==> src/rtl/dcf_pkg.sv <==
// Shared constants, step codes and beat type for the display command framer.
`timescale 1ns / 1ps
`default_nettype none

package dcf_pkg;

   localparam int unsigned BYTE_W         = 8;
   localparam int unsigned LEN_W          = 11;
   localparam int unsigned TOTAL_W        = 16;
   localparam int unsigned MAX_PAYLOAD    = 1024;
   localparam int unsigned FRAME_OVERHEAD = 9;

   localparam logic [BYTE_W-1:0] HEAD_BYTE  = 8'hA5;
   localparam logic [BYTE_W-1:0] TAIL_BYTE0 = 8'hCC;
   localparam logic [BYTE_W-1:0] TAIL_BYTE1 = 8'h33;
   localparam logic [BYTE_W-1:0] TAIL_BYTE2 = 8'hC3;
   localparam logic [BYTE_W-1:0] TAIL_BYTE3 = 8'h3C;

   typedef enum logic [3:0] {
      STEP_HEAD,
      STEP_LEN_HI,
      STEP_LEN_LO,
      STEP_CMD,
      STEP_DATA,
      STEP_TAIL0,
      STEP_TAIL1,
      STEP_TAIL2,
      STEP_TAIL3,
      STEP_SUM
   } step_type;

   typedef struct packed {
      logic [BYTE_W-1:0] out_byte;
      logic              end_of_frame;
      logic              last_of_item;
   } beat_type;

endpackage

`default_nettype wire

==> src/rtl/dcf_if.sv <==
// Request and response channel interfaces of the display command framer.
`timescale 1ns / 1ps
`default_nettype none

interface dcf_req_if;
   logic                       valid;
   logic                       ready;
   logic                       start_frame;
   logic [dcf_pkg::BYTE_W-1:0] cmd;
   logic [dcf_pkg::LEN_W-1:0]  payload_len;
   logic [dcf_pkg::BYTE_W-1:0] data;

   modport source (output valid, start_frame, cmd, payload_len, data, input ready);
   modport sink   (input valid, start_frame, cmd, payload_len, data, output ready);
endinterface

interface dcf_rsp_if;
   logic                       valid;
   logic                       ready;
   logic [dcf_pkg::BYTE_W-1:0] out_byte;
   logic                       end_of_frame;
   logic                       last_of_item;

   modport source (output valid, out_byte, end_of_frame, last_of_item, input ready);
   modport sink   (input valid, out_byte, end_of_frame, last_of_item, output ready);
endinterface

`default_nettype wire

==> src/rtl/dcf_seq.sv <==
// Item register and byte sequencer: holds one request and walks its frame bytes.
`timescale 1ns / 1ps
`default_nettype none

module dcf_seq (
   input  wire logic               clock,
   input  wire logic               reset,
   dcf_req_if.sink                 req_bus,
   output logic                    beat_valid,
   output dcf_pkg::beat_type       beat,
   input  wire logic               beat_ready
);

   logic                               busy_ff, busy_in;
   dcf_pkg::step_type                  step_ff, step_in;
   logic [dcf_pkg::LEN_W-1:0]          bytes_left_ff, bytes_left_in;
   logic [dcf_pkg::BYTE_W-1:0]         xor_ff, xor_in;
   logic                               tail_ff, tail_in;
   logic                               has_data_ff, has_data_in;
   logic [dcf_pkg::BYTE_W-1:0]         cmd_ff, cmd_in;
   logic [dcf_pkg::BYTE_W-1:0]         data_ff, data_in;
   logic [dcf_pkg::TOTAL_W-1:0]        total_ff, total_in;

   logic                               advance;
   logic                               item_done;
   logic                               accept;
   logic                               drop;
   logic                               load;
   logic [dcf_pkg::LEN_W-1:0]          plen_sat;

   assign advance   = busy_ff && beat_ready;
   assign item_done = advance && beat.last_of_item;
   assign req_bus.ready = !busy_ff || item_done;
   assign accept    = req_bus.valid && req_bus.ready;
   assign drop      = !req_bus.start_frame && (bytes_left_ff == '0);
   assign load      = accept && !drop;

   always_comb begin
      if (32'(req_bus.payload_len) > dcf_pkg::MAX_PAYLOAD) begin
         plen_sat = dcf_pkg::LEN_W'(dcf_pkg::MAX_PAYLOAD);
      end else begin
         plen_sat = req_bus.payload_len;
      end
   end

   // item fields captured on load (an accepted beat that is not dropped)
   always_comb begin
      cmd_in        = req_bus.cmd;
      data_in       = req_bus.data;
      total_in      = dcf_pkg::TOTAL_W'(plen_sat) + dcf_pkg::TOTAL_W'(dcf_pkg::FRAME_OVERHEAD);
      has_data_in   = (plen_sat != '0);
      if (req_bus.start_frame) begin
         bytes_left_in = (plen_sat == '0) ? '0 : plen_sat - 1'b1;
         tail_in       = (plen_sat <= dcf_pkg::LEN_W'(1));
      end else begin
         bytes_left_in = bytes_left_ff - 1'b1;
         tail_in       = (bytes_left_ff == dcf_pkg::LEN_W'(1));
      end
   end

   // next step
   always_comb begin
      step_in = step_ff;
      busy_in = busy_ff;
      if (advance) begin
         case (step_ff)
            dcf_pkg::STEP_HEAD:   step_in = dcf_pkg::STEP_LEN_HI;
            dcf_pkg::STEP_LEN_HI: step_in = dcf_pkg::STEP_LEN_LO;
            dcf_pkg::STEP_LEN_LO: step_in = dcf_pkg::STEP_CMD;
            dcf_pkg::STEP_CMD:    step_in = has_data_ff ? dcf_pkg::STEP_DATA
                                                        : dcf_pkg::STEP_TAIL0;
            dcf_pkg::STEP_DATA: begin
               if (tail_ff) begin
                  step_in = dcf_pkg::STEP_TAIL0;
               end else begin
                  busy_in = 1'b0;
               end
            end
            dcf_pkg::STEP_TAIL0:  step_in = dcf_pkg::STEP_TAIL1;
            dcf_pkg::STEP_TAIL1:  step_in = dcf_pkg::STEP_TAIL2;
            dcf_pkg::STEP_TAIL2:  step_in = dcf_pkg::STEP_TAIL3;
            dcf_pkg::STEP_TAIL3:  step_in = dcf_pkg::STEP_SUM;
            dcf_pkg::STEP_SUM:    busy_in = 1'b0;
            default:              busy_in = 1'b0;
         endcase
      end
      if (accept) begin
         if (req_bus.start_frame) begin
            step_in = dcf_pkg::STEP_HEAD;
            busy_in = 1'b1;
         end else if (!drop) begin
            step_in = dcf_pkg::STEP_DATA;
            busy_in = 1'b1;
         end else begin
            busy_in = 1'b0;
         end
      end
   end

   // beat contents
   always_comb begin
      beat_valid        = busy_ff;
      beat.end_of_frame = 1'b0;
      beat.last_of_item = 1'b0;
      case (step_ff)
         dcf_pkg::STEP_HEAD:   beat.out_byte = dcf_pkg::HEAD_BYTE;
         dcf_pkg::STEP_LEN_HI: beat.out_byte = total_ff[dcf_pkg::TOTAL_W-1 -: dcf_pkg::BYTE_W];
         dcf_pkg::STEP_LEN_LO: beat.out_byte = total_ff[dcf_pkg::BYTE_W-1:0];
         dcf_pkg::STEP_CMD:    beat.out_byte = cmd_ff;
         dcf_pkg::STEP_DATA: begin
            beat.out_byte     = data_ff;
            beat.last_of_item = !tail_ff;
         end
         dcf_pkg::STEP_TAIL0:  beat.out_byte = dcf_pkg::TAIL_BYTE0;
         dcf_pkg::STEP_TAIL1:  beat.out_byte = dcf_pkg::TAIL_BYTE1;
         dcf_pkg::STEP_TAIL2:  beat.out_byte = dcf_pkg::TAIL_BYTE2;
         dcf_pkg::STEP_TAIL3:  beat.out_byte = dcf_pkg::TAIL_BYTE3;
         dcf_pkg::STEP_SUM: begin
            beat.out_byte     = xor_ff;
            beat.end_of_frame = 1'b1;
            beat.last_of_item = 1'b1;
         end
         default:              beat.out_byte = '0;
      endcase
   end

   // running checksum over emitted bytes
   always_comb begin
      xor_in = xor_ff;
      if (advance) begin
         case (step_ff)
            dcf_pkg::STEP_HEAD: xor_in = dcf_pkg::HEAD_BYTE;
            dcf_pkg::STEP_SUM:  xor_in = '0;
            default:            xor_in = xor_ff ^ beat.out_byte;
         endcase
      end
   end

   always_ff @(posedge clock) begin
      if (reset) begin
         busy_ff       <= 1'b0;
         step_ff       <= dcf_pkg::STEP_HEAD;
         bytes_left_ff <= '0;
         xor_ff        <= '0;
      end else begin
         busy_ff <= busy_in;
         step_ff <= step_in;
         xor_ff  <= xor_in;
         if (load) begin
            bytes_left_ff <= bytes_left_in;
         end
      end
   end

   always_ff @(posedge clock) begin
      if (load) begin
         tail_ff     <= tail_in;
         has_data_ff <= has_data_in;
         cmd_ff      <= cmd_in;
         data_ff     <= data_in;
         total_ff    <= total_in;
      end
   end

endmodule

`default_nettype wire

==> src/rtl/dcf_out.sv <==
// Response register: holds one frame byte until the sink takes it.
`timescale 1ns / 1ps
`default_nettype none

module dcf_out (
   input  wire logic               clock,
   input  wire logic               reset,
   input  wire logic               beat_valid,
   input  wire dcf_pkg::beat_type  beat,
   output logic                    beat_ready,
   dcf_rsp_if.source               rsp_bus
);

   logic              valid_ff;
   logic              valid_in;
   dcf_pkg::beat_type beat_ff;

   assign beat_ready = !valid_ff || rsp_bus.ready;
   assign valid_in   = beat_ready ? beat_valid : valid_ff;

   always_ff @(posedge clock) begin
      if (reset) begin
         valid_ff <= 1'b0;
      end else begin
         valid_ff <= valid_in;
      end
   end

   always_ff @(posedge clock) begin
      if (beat_ready && beat_valid) begin
         beat_ff <= beat;
      end
   end

   assign rsp_bus.valid        = valid_ff;
   assign rsp_bus.out_byte     = beat_ff.out_byte;
   assign rsp_bus.end_of_frame = beat_ff.end_of_frame;
   assign rsp_bus.last_of_item = beat_ff.last_of_item;

endmodule

`default_nettype wire

==> src/rtl/display_command_framer.sv <==
// Display command framer: builds A5 / length / command / payload / tail / XOR frames.
// Each request beat is held in an item register and turned into response beats, one
// frame byte per cycle while the response sink is ready, through a single response
// register. A payload beat gives one byte, so payload streams at one beat per cycle
// while the sink is ready. A start beat gives 5 bytes (header and first byte), 9 for
// an empty frame, and 10 when its only payload byte closes the frame with the tail and
// checksum. A payload beat that closes the frame gives 6. A payload beat with no frame
// open is taken and gives nothing. The first response beat passes the sequencer state
// registers and then the response register after the request beat is accepted.
`timescale 1ns / 1ps
`default_nettype none

module display_command_framer (
   input  wire logic  clock,
   input  wire logic  reset,
   dcf_req_if.sink    req_bus,
   dcf_rsp_if.source  rsp_bus
);

   logic              beat_valid;
   logic              beat_ready;
   dcf_pkg::beat_type beat;

   dcf_seq u_seq (
      .clock      (clock),
      .reset      (reset),
      .req_bus    (req_bus),
      .beat_valid (beat_valid),
      .beat       (beat),
      .beat_ready (beat_ready)
   );

   dcf_out u_out (
      .clock      (clock),
      .reset      (reset),
      .beat_valid (beat_valid),
      .beat       (beat),
      .beat_ready (beat_ready),
      .rsp_bus    (rsp_bus)
   );

endmodule

`default_nettype wire
==> src/flat_wrapper.sv <==
// flat-port wrapper written by rule: the top's interface ports become plain ports
module display_command_framer_flat 
  (clock, reset, req_bus_valid, req_bus_start_frame, req_bus_cmd, req_bus_payload_len, req_bus_data, req_bus_ready, rsp_bus_valid, rsp_bus_out_byte, rsp_bus_end_of_frame, rsp_bus_last_of_item, rsp_bus_ready);
  dcf_req_if req_bus_i ();
  dcf_rsp_if rsp_bus_i ();
  input  wire logic clock;
  input  wire logic reset;
  input wire logic [$bits(req_bus_i.valid)-1:0] req_bus_valid;
  input wire logic [$bits(req_bus_i.start_frame)-1:0] req_bus_start_frame;
  input wire logic [$bits(req_bus_i.cmd)-1:0] req_bus_cmd;
  input wire logic [$bits(req_bus_i.payload_len)-1:0] req_bus_payload_len;
  input wire logic [$bits(req_bus_i.data)-1:0] req_bus_data;
  output wire logic [$bits(req_bus_i.ready)-1:0] req_bus_ready;
  output wire logic [$bits(rsp_bus_i.valid)-1:0] rsp_bus_valid;
  output wire logic [$bits(rsp_bus_i.out_byte)-1:0] rsp_bus_out_byte;
  output wire logic [$bits(rsp_bus_i.end_of_frame)-1:0] rsp_bus_end_of_frame;
  output wire logic [$bits(rsp_bus_i.last_of_item)-1:0] rsp_bus_last_of_item;
  input wire logic [$bits(rsp_bus_i.ready)-1:0] rsp_bus_ready;
  assign req_bus_i.valid = req_bus_valid;
  assign req_bus_i.start_frame = req_bus_start_frame;
  assign req_bus_i.cmd = req_bus_cmd;
  assign req_bus_i.payload_len = req_bus_payload_len;
  assign req_bus_i.data = req_bus_data;
  assign req_bus_ready = req_bus_i.ready;
  assign rsp_bus_valid = rsp_bus_i.valid;
  assign rsp_bus_out_byte = rsp_bus_i.out_byte;
  assign rsp_bus_end_of_frame = rsp_bus_i.end_of_frame;
  assign rsp_bus_last_of_item = rsp_bus_i.last_of_item;
  assign rsp_bus_i.ready = rsp_bus_ready;
  display_command_framer u_core (.clock(clock), .reset(reset), .req_bus(req_bus_i), .rsp_bus(rsp_bus_i));
endmodule
==> config.mk <==
export PLATFORM = sky130hd
export DESIGN_NAME = display_command_framer_flat
export DESIGN_NICKNAME = d
export VERILOG_FILES = /design/src/rtl/dcf_pkg.sv /design/src/rtl/dcf_if.sv /design/src/rtl/dcf_seq.sv /design/src/rtl/dcf_out.sv /design/src/rtl/display_command_framer.sv /design/src/flat_wrapper.sv
export SDC_FILE = /design/constraint.sdc
export NUM_CORES = 1
export LEC_CHECK = 0
export BUFFER_PORTS_ARGS = -buffer_cell sky130_fd_sc_hd__buf_2
export CAP_MARGIN = 40
export CORE_MARGIN = 2
export CORE_UTILIZATION = 50
export DETAILED_ROUTE_END_ITERATION = 8
export PLACE_DENSITY = 0.78
export SYNTH_ARGS = -nofsm -noshare
export SYNTH_HDL_FRONTEND = slang
export SYNTH_SLANG_ARGS = --single-unit
export TNS_END_PERCENT = 5
==> constraint.sdc <==
create_clock -name clock -period 3 [get_ports clock]
set_input_delay 0.6 -clock clock [delete_from_list [all_inputs] [get_ports clock]]
set_output_delay 0.6 -clock clock [all_outputs]
set_load 0.03 [all_outputs]
==> summary.md <==
| Metric | Value |
|---|---|
| Status | finished clean |
| Avg Cell Area, Syn | 9.299 um^2 |
| Post-synth EDFFs | 40 |
| Crit Path Class | flip-flop to output pin |
| CTS tree | built |
| Drt initial violations | 268 |
| Synth top area share | between 30 and 40% |
| Placed Instances | 504 |
| Height of the die | 88.51 um |
| Clk Latency, worst-skew pair | 0.35 ns |
| Reg clk slew, reported paths | 0.07 ns |
| # IOs | 44 |
| Initial antenna violation count | 0 |
| Final setup TNS | 0 ns |
| Fin crit period | 2.465 ns |
| Worst R2R End | u_core.u_seq.data_ff[1] |
| Largest family of logic cells by synthesized area | compound AO/OA/AOI/OAI gates |
| Worst-Margin Slew | 0.7280 ns |
| Hold Crit Class | input pin to flip-flop |
| Final core occ | roughly 59% |
| Largest stage delay, worst path | 0.50 ns |
| Postcts setup bufs | 0 |
| Synth area leader | edfxtp_1 |
| Routability cong. | approximately 0.9 |
| Reg2reg start | u_core.u_seq.tail_ff |
| Placed inst area | 0.003855 mm^2 |
| Residual DRC | 0 |
| DR WL/cell | between 15 and 20 um |
| Core area | 0.006869 mm^2 |
| Fraction of layout cells with a size suffix above 1 | 17.22% |
| Worst endpoint required time | 2.40 ns |
| Buf+Inv Stages, Crit Path | 1 |
| Synth Area in XOR/XNOR | around 4.2% |
| Initial Util | between 50% and 60% |
| Crit start category | flip-flop |
| ANT nets after route | 0 |
| PwrDens | slightly below 600 mW/mm^2 |
| DP Worst Slack | between 0.3 and 0.4 ns |
| Synth warn | 0 |
| H-tree lvl count | 3 |
| Final setup vio count | 0 |
| # nets final | roughly 460 |
| Root Buffer | clkbuf_8 |
| Cts hold-fix bufs | 0 |
| I/O Buffers | 43 |
| FMAX | between 400 and 500 MHz |
| Total track usage | ~22% |
| Distinct cells, synth | between 60 and 70 |
| Max VDD drop | around 0.25 mV |
| Flop-to-flop setup slack | ~0.63 ns |
| Hold endpoint | u_core.u_seq.data_ff[4] |
| Final HPWL DP | 5.457 mm |
| Final Skew | 0.01198 ns |
| RSZ-0062 raised after global routing | false |
| Hold path startpoint | req_bus_data[4] |
| First-pass DRT Iterations | 5 |
| Final worst-path cycle share | just over 80% |
| Largest net degree at the start of global routing | 34 |
| Hold depth | 1 |
| Most common flop cell mapped by yosys | edfxtp_1 |
| TritonCTS Sinks | 65 |
| Fill count | 595 |
| Die X-Extent | 88.51 um |
| Final total power | 2.390 mW |
| Synth Area in Adders | 2.102% |
| First-pass GRT wire length | 13.19 mm |
| Ys async rst share | 0% |
| Most frequent cells in the layout | 43 x buf_2, 40 x nor2_1, 40 x edfxtp_1 |
| Most common cell after layout, fill and taps aside | buf_2 |
| Worst Hold Slack | 0.4223 ns |
| Cell Area, Synth | 0.003571 mm^2 |
| P&R area growth vs syn | 12.89% |
| Row count | 30 |
| Setup ws final | about 0.54 ns |
| Grt ovf | 0 |
| Cells after synthesis | 384 |
| Post-synthesis register bit count | 65 |
| Post-route insts no fill | 520 |
| Sequential-to-total area share from yosys stat | 47.65% |
| CTS Buf Count | 9 |
| Compound-Gate Fraction of Synth Area | 21.30% |
| Critical-path cell list | or4b_1, a211o_1, nand2_1, buf_2 |
| Simple-gate share of the synthesized area | 18.89% |
| Cell family with most CP delay | simple AND/OR/NAND/NOR gates |
| Largest fanout on the critical path | 3 |
| Worst EP arrival | about 1.9 ns |
| Max-Cap Viols | 0 |
| Fin area | 0.004031 mm^2 |
| Mux cell area share after synthesis | less than 1% |
| Number of global-route vias before repair | 2747 |
| Area of the multi-input gates | about 0.0017 mm^2 |
| Die area | slightly below 0.008 mm^2 |
| Post-synth net total | ~420 |
| Max_slew headroom | 51.41% |
| ANT cells | 0 |
| Via density | 5.758 |
| Critical path endpoint category | output pin |
| Final Hold Vio Count | 0 |
| Slew Viols, Final | 0 |
| Register area | approximately 0.0017 mm^2 |
| Leakage | approximately 1.5 nW |
| Top post-synthesis cells by area | edfxtp_1 34%, dfxtp_1 14%, a21oi_1 4.8% |
| CTS resizes | 0 |
| Critical-path cell with the highest stage delay | or4b_1 |
| Longest Clk Path Bufs | 2 |
| Depth of the most critical reg-to-reg path | 6 |
| WL final | just under 8 mm |
| DR vias | 2994 |
[synthesized netlist by cell type (5+ instances only)]
master,instances
edfxtp_1,40
nor2_1,40
a21oi_1,34
dfxtp_1,25
nand2_1,24
o21ai_0,23
clkbuf_1,21
nor3_1,16
inv_1,15
nand2b_1,12
o22ai_1,11
xnor2_1,10
nor2b_1,9
a21o_1,7
xor2_1,7
ha_1,6
a22oi_1,5
a2bb2oi_1,5
nand3_1,5
nor4_1,5
[logic make-up (layout without fill, tap and decap cells)]
| logic type | Yosys count | after routing |
|---|---|---|
| compound gates | 117 | 117 |
| xor+xnor | 17 | 17 |
| fa+ha+maj | 6 | 6 |
| buf+inv | 42 | 82 |
| flops | 65 | 65 |
| mux | 3 | 3 |
| other cells | 1 | 1 |
| simple gates | 133 | 133 |
[worst max path at each step]
stage	start	endpoint	slack (ns)	cells after the start
floorplan	req_bus_payload_len[10]	u_core.u_seq.total_ff[8]	0.46	10
global placement	req_bus_payload_len[4]	u_core.u_seq.bytes_left_ff[2]	0.45	7
detailed placement	req_bus_payload_len[10]	u_core.u_seq.total_ff[8]	0.38	9
CTS	u_core.u_seq.tail_ff	req_bus_ready	0.52	4
global route	u_core.u_seq.tail_ff	req_bus_ready	0.47	4
finish	u_core.u_seq.tail_ff	req_bus_ready	0.54	4
[report_power, final]
part,internal [mW],switching (mW),total (mW)
clock,0.343,0.329,0.672
combinational,0.213,0.372,0.586
sequential,1.08,0.0528,1.13
[flip-flops by register name, indices dropped and copies added, names as in the netlist]
signal and flops:
u_core.u_seq.beat_valid 1, u_core.u_seq.total_ff 12, u_core.u_seq.xor_ff 8, u_core.u_seq.cmd_ff 8, u_core.u_out.rsp_bus.out_byte 8, u_core.u_seq.step_ff 4, u_core.u_seq.data_ff 8, u_core.u_out.rsp_bus.end_of_frame 1
u_core.u_seq.tail_ff 1, u_core.u_seq.has_data_ff 1, u_core.u_seq.bytes_left_ff 11, u_core.u_out.rsp_bus.last_of_item 1, u_core.u_out.rsp_bus.valid 1
[per-layer routing]
metal	share of wire (%)	up-vias	global-route usage [%]
li1	-	1471	-
met1	46	1413	30.69
met2	48	97	33.77
met3	4.6	13	4.664
met4	1.5	0	8.127
met5	0	-	0
[area by class of cell]
type                    count  share of cell area (%)
flip-flops and latches     65                   42.21
multi-input cells         277                   41.99
repair buffers             50                   6.952
clock buffers              13                   3.942
well taps                  96                   2.980
inverters                  16                   1.490
clock inverters             3                  0.4345
[worst reg2reg max path, cell delays in order (launching register included)]
cell      delay, ns
edfxtp_1       0.42
or4b_1         0.50
a211o_1        0.34
a21oi_2        0.20
o31ai_2        0.11
inv_2          0.26
buf_12         0.23
Power figures use the tool's default switching activity.
